==> src/hdl/dsfp_ram.sv <==
// Generic single write port, single read port RAM with registered read.
module dsfp_ram #(
   parameter int WIDTH = 16,
   parameter int DEPTH = 32
) (
   input  logic                                  clock,
   input  logic                                  we,
   input  logic [(DEPTH > 1 ? $clog2(DEPTH) : 1)-1:0] waddr,
   input  logic [WIDTH-1:0]                      wdata,
   input  logic [(DEPTH > 1 ? $clog2(DEPTH) : 1)-1:0] raddr,
   output logic [WIDTH-1:0]                      rdata
);
   logic [WIDTH-1:0] mem [DEPTH];

   always_ff @(posedge clock) begin
      if (we) begin
         mem[waddr] <= wdata;
      end
      rdata <= mem[raddr];
   end
endmodule

==> config.mk <==
export PLATFORM = sky130hd
export DESIGN_NAME = dsfp_ram
export DESIGN_NICKNAME = d
export VERILOG_FILES = /design/src/hdl/dsfp_ram.sv
export SDC_FILE = /design/constraint.sdc
export NUM_CORES = 1
export LEC_CHECK = 0
export BUFFER_PORTS_ARGS = -buffer_cell sky130_fd_sc_hd__buf_2
export CORE_ASPECT_RATIO = 2
export CORE_MARGIN = 3
export CORE_UTILIZATION = 55
export CTS_BUF_LIST = sky130_fd_sc_hd__clkbuf_8
export CTS_CLUSTER_DIAMETER = 60
export DETAILED_ROUTE_END_ITERATION = 6
export PLACE_DENSITY = 0.82
export SLEW_MARGIN = 10
export SYNTH_ARGS = -nofsm -noshare
export SYNTH_HDL_FRONTEND = slang
export SYNTH_SLANG_ARGS = --single-unit
==> constraint.sdc <==
create_clock -name clock -period 2.25 [get_ports clock]
set_clock_uncertainty 0.15 [all_clocks]
set_input_delay 0.1125 -clock clock [delete_from_list [all_inputs] [get_ports clock]]
set_output_delay 0.1125 -clock clock [all_outputs]
set_load 0.03 [all_outputs]
==> impl_metrics.py, run 1 <==
metrics = {
    "synthesis": {
        "synth_warnings": 0,
        "ys.flop_type": "edfxtp_1",
        "synth_cell_types": 26,
        "async_flop_share_pct": 0,
        "synth_simple_gate_area_share_pct": 3.491,
        "syn_area_per_cell_um2": 17.97,
        "synth_fp_nets": 1171,
        "synth_edf_count": 512,
        "yosysSeqAreaShare_pct": 76.43,
        "ys_seq_elements": 528,
        "synth_compound_area_share_pct": 4.972,
        "synthAdderAreaFrac_pct": 0,
        "synth_top_family_by_area": "multiplexers",
        "synthMuxAreaShare_pct": 12.48,
        "syn_area_mm2": 0.02054,
        "synth_xor_xnor_area_share_pct": 0,
        "syn_inst": 1143,
    },
    "grt": {
        "antenna_found_initial": 5,
        "grtUsageTotal_pct": 22.46,
        "grt_pass1_wl_um": 67210,
        "grt_max_degree": 46,
        "grt_pass1_vias": 11310,
        "overflow": 0,
    },
    "job": {
        "drv_cap": 0,
    },
    "sta": {
        "slew_violations": 0,
        "tns_ps": 0,
        "fmax_ghz": 0.4662,
        "maxSlewHeadroom_pct": 57.65,
        "final.min_clock_period_ps": 2145,
        "finalCritPeriodShare_pct": 95.34,
        "worst_pin_slew_ps": 635.3,
        "hold_viol_final": 0,
        "setup_viol": 0,
        "rsz0062_at_grt": "no",
    },
    "routing": {
        "highest_layer": "met5",
        "dr.pass1.iters": 6,
        "postRouteAntennaNets": 0,
        "wire_per_inst_um": 25.19,
        "drt_iter0_drc": 1086,
        "postRouteWirelength_um": 44750,
        "route.met3.wl_um": 2801,
        "via_per_inst": 6.123,
        "vias": 10870,
        "routedLengthMet1_um": 15270,
        "wl_met2_um": 24420,
        "drc": 0,
    },
    "cells_and_area": {
        "stdcell_count": 1776,
        "layout-drive-gt1-share_pct": 15.30,
        "syn_to_final_growth_pct": 11.03,
        "nets": 1304,
        "final_area_mm2": 0.02280,
        "multi_input_area_mm2": 0.004317,
        "regArea_mm2": 0.01570,
        "nFillCells": 2443,
    },
    "placement": {
        "numPlacedInstances": 1647,
        "dp_hpwl_um": 28500,
        "gp_congestion": 0.8369,
        "port_buffers": 43,
        "placed_area_mm2": 0.02146,
    },
    "pwr": {
        "power.density_mw_per_mm2": 798.3,
        "peakVddDrop_v": 0.0004305,
        "power.static_leakage_uw": 0.008113,
    },
    "clock_network": {
        "cts_buffers": 60,
        "cts.sinks": 528,
        "cts-root-buf": "clkbuf_8",
        "clk_path_buf_depth": 3,
        "cts.clk_slew.worst_paths_ps": 70,
        "cts_setup_buffers": 0,
        "cts-hold-fix-buffers": 21,
        "cts_tree": "yes",
        "worst_skew_pair.late_latency_ps": 620,
        "cts_max_level": 2,
        "ctsResizeCount": 0,
    },
    "hold_path": {
        "min_path_cells": 6,
        "hp-class": "primary input to flip-flop",
        "min_to": "rdata[3]",
        "holdCritStartpoint": "raddr[1]",
    },
    "critical_path": {
        "worstPathArrival_ps": 2470,
        "crit_path_start_kind": "primary input",
        "worstPathMaxFanout": 26,
        "r2r-end": "rdata[6]",
        "cp.required_ps": 2570,
        "r2r_cells": 5,
        "cp_slowest_cell": "dlygate4sd3_1",
        "cp-end-kind": "flip-flop",
        "cp_cell_sequence": "dlygate4sd3_1 -> buf_2 -> nor2_4 -> buf_12 -> buf_4 -> a22oi_1 -> nand4_1 -> dlygate4sd3_1 -> nand3_1",
        "critical_path_class": "primary input to flip-flop",
        "path_common_cell": "dlygate4sd3_1",
        "cp_top_family": "buffers and inverters",
        "slowest_delay_ps": 570,
        "critPathBufInv": 5,
        "rr_startpoint": "mem[31][6]",
        "rrSetupSlack_ps": 530,
    },
    "floorplan": {
        "dieArea_mm2": 0.03983,
        "die_h_um": 279.3,
        "pin_count": 44,
        "rows": 99,
        "initial_core_util_pct": 56.01,
        "chipWidth_um": 142.6,
        "core_mm2": 0.03667,
    },
    "status": {
        "outcome": "finished, final reports clean",
    },
}
-- power by group --
| part | internal, uW | switching, uW | total, uW |
|---|---|---|---|
| sequential | 10900 | 56.6 | 11000 |
| clock | 2910 | 3160 | 6070 |
| combinational | 395 | 749 | 1140 |
| total | 14200 | 3970 | 18200 |
-- cell usage after synthesis, types with 19 or more instances --
cell,number,area [um^2]
edfxtp_1,512,15370
mux2i_1,256,2562
a22oi_1,64,480.5
nand3_1,34,170.2
nand2_1,33,123.9
nor2_1,33,123.9
a21oi_1,32,160.2
a22o_1,32,280.3
buf_2,19,95.09
buf_4,19,142.6
-- logic make-up after synthesis --
family / count (synthesis)
AOI/OAI and AO/OA: 144
buffers and inverters: 67
muxes: 256
and+or+nand+nor: 148
DFF: 528
-- worst min-delay path: cells and delay by family --
family,cells,cell delay (ps)
compound gates,1,70
simple gates,3,240
buf+inv,2,320
-- worst max path at each step --
stage                  start          to  slack, ps  cells after the start
floorplan           waddr[1]  mem[12][0]        250                      3
global placement    raddr[0]    rdata[1]        370                      7
detailed placement  raddr[0]    rdata[7]        250                      7
CTS                 raddr[2]    rdata[6]        190                      9
global route        raddr[2]    rdata[6]         40                      9
finish              raddr[2]    rdata[6]        100                      9
-- state kept, by name, indices dropped and copies added, names as in the netlist --
name   cells
rdata     16
mem      512
-- per-layer routing --
metal | up-vias | GRT usage, %
met5 | - | 0
met4 | 6 | 10.86
met3 | 145 | 2.828
met2 | 494 | 40.67
met1 | 5416 | 26.00
li1 | 4813 | -
-- layout make-up --
type,count,share of cell area [%]
antenna,2,0.02195
clock buffer,66,3.984
clock inverter,40,0.9548
multi-input combinational,548,18.93
sequential,528,68.83
tap,454,2.491
timing repair buffer,138,4.785
-- through the flow --
| step | hold slack (ps) | power, uW | setup WS, ps | utilization, % |
|---|---|---|---|---|
| 3_5_place_dp | 362.5 | 12300 | 248.2 | 58.53 |
| 2_1_floorplan | 61.37 | 11870 | 247.5 | - |
| 4_1_cts | 4.088 | 18290 | 187.0 | 62.18 |
| 6_report | 44.27 | 18200 | 104.9 | 62.19 |
| 5_1_grt | 78.01 | 18730 | 42.54 | 62.19 |
| 3_3_place_gp | 354.3 | 12260 | 365.8 | 58.53 |
-- cell usage in the layout, fill, tap and decap left out, drive strengths merged, types with 21 or more instances in the layout --
| cell type | netlist | final |
|---|---|---|
| a21oi | 32 | 32 |
| a22o | 32 | 32 |
| a22oi | 64 | 64 |
| buf | 55 | 117 |
| clkbuf | 12 | 66 |
| clkinv | 0 | 22 |
| dlygate4sd3 | 0 | 21 |
| edfxtp | 512 | 512 |
| mux2i | 256 | 256 |
| nand2 | 33 | 33 |
| nand3 | 34 | 34 |
| nor2 | 34 | 34 |
No activity file was read; power rests on OpenSTA's default activity.
==> run 2: changes to the inputs <==
--- a/config.mk
+++ b/config.mk
@@ -5,6 +5,7 @@
 export SDC_FILE = /design/constraint.sdc
 export NUM_CORES = 1
 export LEC_CHECK = 0
+export ABC_AREA = 1
 export BUFFER_PORTS_ARGS = -buffer_cell sky130_fd_sc_hd__buf_2
 export CORE_ASPECT_RATIO = 2
 export CORE_MARGIN = 3
@@ -13,6 +14,7 @@
 export CTS_CLUSTER_DIAMETER = 60
 export DETAILED_ROUTE_END_ITERATION = 6
 export PLACE_DENSITY = 0.82
+export RECOVER_POWER = 100
 export SLEW_MARGIN = 10
 export SYNTH_ARGS = -nofsm -noshare
 export SYNTH_HDL_FRONTEND = slang
==> run 2 against run 1 <==
Net effect:
- synthesized area is 3.7% higher
- clock-buffer cell count is 6 higher
- die area is 3.6% higher
- first-iteration DRC count is 66% higher
- critical endpoint is now mem[1][4]
==> impl_metrics.py, run 2 <==
metrics = {
    "sta": {
        "setup_ws_ps": 146.4,
        "slew_violations": 0,
        "maxSlewHeadroom_pct": 2.834,
        "fmax_ghz": 0.4754,
        "setup_viol": 0,
        "worst_hold_slack_ps": 56.22,
        "hold_viol_final": 0,
        "finalCritPeriodShare_pct": 93.49,
        "final.min_clock_period_ps": 2104,
        "tns_ps": 0,
        "rsz0062_at_grt": "no",
        "worst_pin_slew_ps": 1457,
    },
    "synthesis": {
        "yosys-top-cells-area": "edfxtp_1 72%, nand2_1 13%, nand3_1 9.3%",
        "synth_edf_count": 512,
        "async_flop_share_pct": 0,
        "synth_commonest_cells": "720 x nand2_1, 512 x edfxtp_1, 396 x nand3_1, 33 x buf_2, 32 x nor2_1",
        "syn_area_per_cell_um2": 11.87,
        "syn_inst": 1794,
        "synth_warnings": 0,
        "synth_top_area_share_pct": 72.18,
        "synth_cell_types": 15,
        "synth_fp_nets": 1822,
        "yosysTopAreaCell": "edfxtp_1",
        "ys.flop_type": "edfxtp_1",
        "syn_area_mm2": 0.02130,
        "ys_seq_elements": 528,
        "yosysSeqAreaShare_pct": 73.68,
        "yosysMostFrequentCell": "nand2_1",
    },
    "critical_path": {
        "cp.required_ps": 2410,
        "critical_path_class": "primary input to flip-flop",
        "worstPathArrival_ps": 2270,
        "cp_slowest_cell": "dlygate4sd3_1",
        "cp-end-kind": "flip-flop",
        "slowest_delay_ps": 580,
        "cp_cell_sequence": "dlygate4sd3_1 -> clkbuf_1 -> inv_1 -> nand3_1 -> dlygate4sd3_1 -> nor2_1 -> buf_12",
        "r2r_cells": 8,
        "crit_path_start_kind": "primary input",
        "worstPathMaxFanout": 14,
        "path_common_cell": "dlygate4sd3_1",
    },
    "routing": {
        "drc": 0,
        "postRouteAntennaNets": 0,
        "wire_per_inst_um": 20.85,
        "dr.pass1.iters": 7,
        "via_per_inst": 5.799,
        "drt_iter0_drc": 1805,
        "postRouteWirelength_um": 50980,
        "vias": 14180,
    },
    "placement": {
        "numPlacedInstances": 2304,
        "pre_cts_ws_ps": 463.8,
        "dp_hpwl_um": 29300,
        "gp_congestion": 0.8231,
        "port_buffers": 43,
    },
    "clock_network": {
        "clk_path_buf_depth": 3,
        "worst_skew_pair.late_latency_ps": 620,
        "cts-hold-fix-buffers": 20,
        "cts_max_level": 3,
        "cts.sinks": 528,
        "cts_tree": "yes",
        "cts_setup_buffers": 0,
        "cts_buffers": 67,
        "cts-root-buf": "clkbuf_8",
        "cts.clk_slew.worst_paths_ps": 80,
        "ctsResizeCount": 0,
    },
    "pwr": {
        "pwr-share-seq_pct": 58.5,
        "power.static_leakage_uw": 0.008608,
        "peakVddDrop_v": 0.0003617,
        "swShare_pct": 22.98,
        "pwr-share-clk_pct": 34.6,
        "power_frac_comb_pct": 6.9,
        "total_power_uw": 18770,
        "p_switching_uw": 4314,
        "internal_power_uw": 14460,
        "power.density_mw_per_mm2": 805.5,
    },
    "grt": {
        "grt_max_degree": 114,
        "grtUsageTotal_pct": 24.41,
        "overflow": 0,
        "grt_pass1_wl_um": 77700,
        "antenna_found_initial": 3,
        "grt_pass1_vias": 14110,
    },
    "cells_and_area": {
        "largest-register": "mem",
        "mostFrequentLayoutCells": "720 x nand2_1, 512 x edfxtp_1, 396 x nand3_1",
        "stdcell_count": 2445,
        "largestRegisters": "mem (512), rdata (16)",
        "layout-drive-gt1-share_pct": 7.061,
        "syn_to_final_growth_pct": 9.410,
        "layout_commonest_cell": "nand2_1",
        "nFillCells": 2817,
        "nets": 1906,
        "regArea_mm2": 0.01570,
        "largest_register_ffs": 512,
        "multi_input_area_mm2": 0.004805,
    },
    "floorplan": {
        "initial_core_util_pct": 55.82,
        "rows": 101,
        "dieArea_mm2": 0.04127,
        "chipWidth_um": 145.2,
        "die_h_um": 284.3,
        "core_mm2": 0.03816,
        "pin_count": 44,
    },
    "status": {
        "outcome": "finished, final reports clean",
    },
    "job": {
        "drv_cap": 0,
    },
    "hold_path": {
        "min_path_cells": 9,
        "hp-class": "primary input to flip-flop",
    },
}
run 2: cell types whose count changed in the layout (fill, tap and decap cells not counted), moves of 35 or more:
cell and change:
nand2_1 +687, nand3_1 +362, mux2i_1 -256, a22oi_1 -64
buf_4 -60, clkbuf_1 +54, buf_2 -35
run 2: layout make-up:
type / instances / area share (%)
diodes: 4 / 0.04295
clock buffers: 72 / 4.252
clock inverters: 45 / 1.015
inverters: 10 / 0.1933
multi-input cells: 1148 / 20.62
flip-flops and latches: 528 / 67.34
well taps: 515 / 2.765
repair buffers: 123 / 3.774
run 2: per-stage QoR:
stage / util [%] / cell area (um^2)
after floorplan: - / 21300
after global placement: 57.75 / 22040
after CTS: 61.49 / 23470
final: 61.07 / 23310
after global routing: 61.06 / 23300
after detailed placement: 57.75 / 22040
run 2: power groups by stage:
| stage | Clock [uW] | Combinational (uW) | Sequential, uW |
|---|---|---|---|
| final | 6490 | 1300 | 11000 |
| after global routing | 6940 | 1420 | 11000 |
| after CTS | 6540 | 1310 | 11000 |
| after detailed placement | 0 | 1270 | 11200 |
| after global placement | 0 | 1230 | 11200 |
| after floorplan | 0 | 760 | 11200 |
run 2: worst max-delay path, delay by kind of cell:
kind	cells	cell delay, ps
buffers and inverters	5	1670
and+or+nand+nor	2	460
run 2: layer usage:
layer	share of wire [%]	vias to the layer above	wire (um)	track usage, %
li1	-	6405	-	-
met1	33	6692	16820	27.51
met2	52	882	26440	42.62
met3	9.2	200	4668	4.211
met4	6.0	0	3047	16.00
met5	0	-	0	0
run 2: path summary, 6_finish.rpt:
path                                 start        end  slack [ps]
worst max-delay path              waddr[2]  mem[1][4]         150
worst min-delay path              raddr[0]   rdata[0]          60
worst max register to register  mem[23][2]   rdata[2]         910
worst min register to register   mem[3][5]   rdata[5]         600
run 2: cells by family (layout without fill, tap and decap cells):
| kind of cell | count (synthesis) | in the layout | share of synthesized area, % |
|---|---|---|---|
| buffers and inverters | 118 | 250 | 3.765 |
| DFF | 528 | 528 | 73.68 |
| other | 0 | 4 | 0 |
| and+or+nand+nor | 1148 | 1148 | 22.56 |
==> run 3: changes to the inputs <==
--- a/config.mk
+++ b/config.mk
@@ -5,7 +5,7 @@
 export SDC_FILE = /design/constraint.sdc
 export NUM_CORES = 1
 export LEC_CHECK = 0
-export ABC_AREA = 1
+export ABC_AREA = 0
 export BUFFER_PORTS_ARGS = -buffer_cell sky130_fd_sc_hd__buf_2
 export CORE_ASPECT_RATIO = 2
 export CORE_MARGIN = 3
==> run 3 against run 2 <==
Net effect:
- the flow now finishes with violations (max-capacitance violations, max-slew violations)
- sequential power hardly changed
- clock-buffer cell count down 6
- final area decreased by 3.0%
- largest cell class unchanged
- largest power group unchanged
==> impl_metrics.py, run 3 (synthesis gave the netlist of run 1 again) <==
metrics = {
    "critical_path": {
        "critical_path_class": "primary input to flip-flop",
        "worstPathMaxFanout": 9,
        "crit_path_start_kind": "primary input",
        "cp-end-kind": "flip-flop",
        "worstPathArrival_ps": 2450,
        "cp.required_ps": 2540,
    },
    "clock_network": {
        "cts.sinks": 528,
        "worst_skew_pair.late_latency_ps": 620,
        "clk_path_buf_depth": 3,
        "cts-hold-fix-buffers": 21,
        "ctsResizeCount": 0,
        "cts_setup_buffers": 0,
        "cts_tree": "yes",
        "cts-root-buf": "clkbuf_8",
        "cts_max_level": 2,
        "cts_buffers": 60,
        "cts.clk_slew.worst_paths_ps": 70,
    },
    "floorplan": {
        "chipWidth_um": 142.6,
        "pin_count": 44,
        "rows": 99,
        "dieArea_mm2": 0.03983,
        "die_h_um": 279.3,
        "core_mm2": 0.03667,
        "initial_core_util_pct": 56.01,
    },
    "grt": {
        "busiest_layer": "met2",
        "grtUsageMet1_pct": 26.00,
        "antenna_found_initial": 2,
        "met3_usage_pct": 2.828,
        "overflow": 0,
        "grt_use_met2_pct": 40.67,
        "grt_max_degree": 46,
        "grt_pass1_wl_um": 67210,
        "grtUsageTotal_pct": 22.46,
        "grt_pass1_vias": 11310,
    },
    "routing": {
        "dr.pass1.iters": 5,
        "drc": 0,
        "wire_per_inst_um": 25.32,
        "via_per_inst": 6.145,
        "drt_iter0_drc": 1146,
        "postRouteWirelength_um": 44940,
        "postRouteAntennaNets": 0,
        "vias": 10910,
    },
    "hold_path": {
        "hp-class": "primary input to flip-flop",
    },
    "sta": {
        "hold_viol_final": 0,
        "rsz0062_at_grt": "no",
        "setup_viol": 0,
        "finalCritPeriodShare_pct": 96.12,
        "slew_violations": 33,
        "tns_ps": 0,
        "worst_pin_slew_ps": 1532,
        "final.min_clock_period_ps": 2163,
        "fmax_ghz": 0.4624,
        "maxSlewHeadroom_pct": -2.132,
    },
    "cells_and_area": {
        "syn_to_final_growth_pct": 10.06,
        "layout-drive-gt1-share_pct": 9.545,
        "postLayoutCoreUtil_pct": 61.64,
        "nets": 1304,
        "mostFrequentLayoutCells": "512 x edfxtp_1, 256 x mux2i_1, 76 x clkbuf_1",
        "largestRegisters": "mem (512), rdata (16)",
        "largest_register_ffs": 512,
        "largest-register": "mem",
        "layout_commonest_cell": "edfxtp_1",
    },
    "placement": {
        "gp_congestion": 0.8369,
        "dp_hpwl_um": 28500,
        "port_buffers": 43,
    },
    "pwr": {
        "power.density_mw_per_mm2": 805.2,
        "peakVddDrop_v": 0.0004314,
        "power.static_leakage_uw": 0.007842,
    },
    "job": {
        "drv_cap": 1,
    },
    "status": {
        "violations": "max-capacitance violations, max-slew violations",
        "outcome": "finished, violations left",
    },
}
[run 3: area by class of cell]
type	instances	area [um^2]
Tap cell	454	568.0
Antenna cell	1	2.502
Fill cell	2507	14060
Clock inverter	40	217.7
Multi-Input combinational cell	548	4317
Clock buffer	66	908.4
Timing Repair Buffer	138	893.4
Sequential cell	528	15700
[run 3: per-stage QoR]
step	total power, uW	instance area (um^2)	setup WS, ps	std cells	hold WS [ps]
after global placement	12260	21460	365.8	1647	354.3
final	18200	22600	87.30	1775	43.70
after CTS	18290	22800	187.0	1774	4.088
after floorplan	11870	20540	247.5	1143	61.37
after detailed placement	12300	21460	248.2	1647	362.5
after global routing	18720	22600	29.49	1775	78.01
[run 3: path summary, 6_finish.rpt]
path,cells after the start,endpoint,startpoint,slack [ps]
max reg2reg,5,rdata[6],mem[31][6],530
max,7,rdata[5],raddr[3],90
min,6,rdata[3],raddr[1],40
min reg2reg,4,rdata[3],mem[16][3],460
[run 3: power by group]
group / switching (uW) / internal, uW
logic: 752 / 372
clock network: 3170 / 2910
registers: 57.6 / 10900
total: 3980 / 14200
[run 3: critical path, cell delays in order]
cell and delay (ps):
dlygate4sd3_1 520, clkbuf_1 300, nand2b_1 420, clkbuf_1 500, a21oi_1 110, a31oi_1 260, nand3_1 210
[run 3: metal layers]
layer	up-vias	part of all wire, %	wire [um]
li1	4814	-	-
met1	5452	34	15480
met2	502	54	24450
met3	138	6.1	2749
met4	2	5.0	2254
met5	-	0.016	7
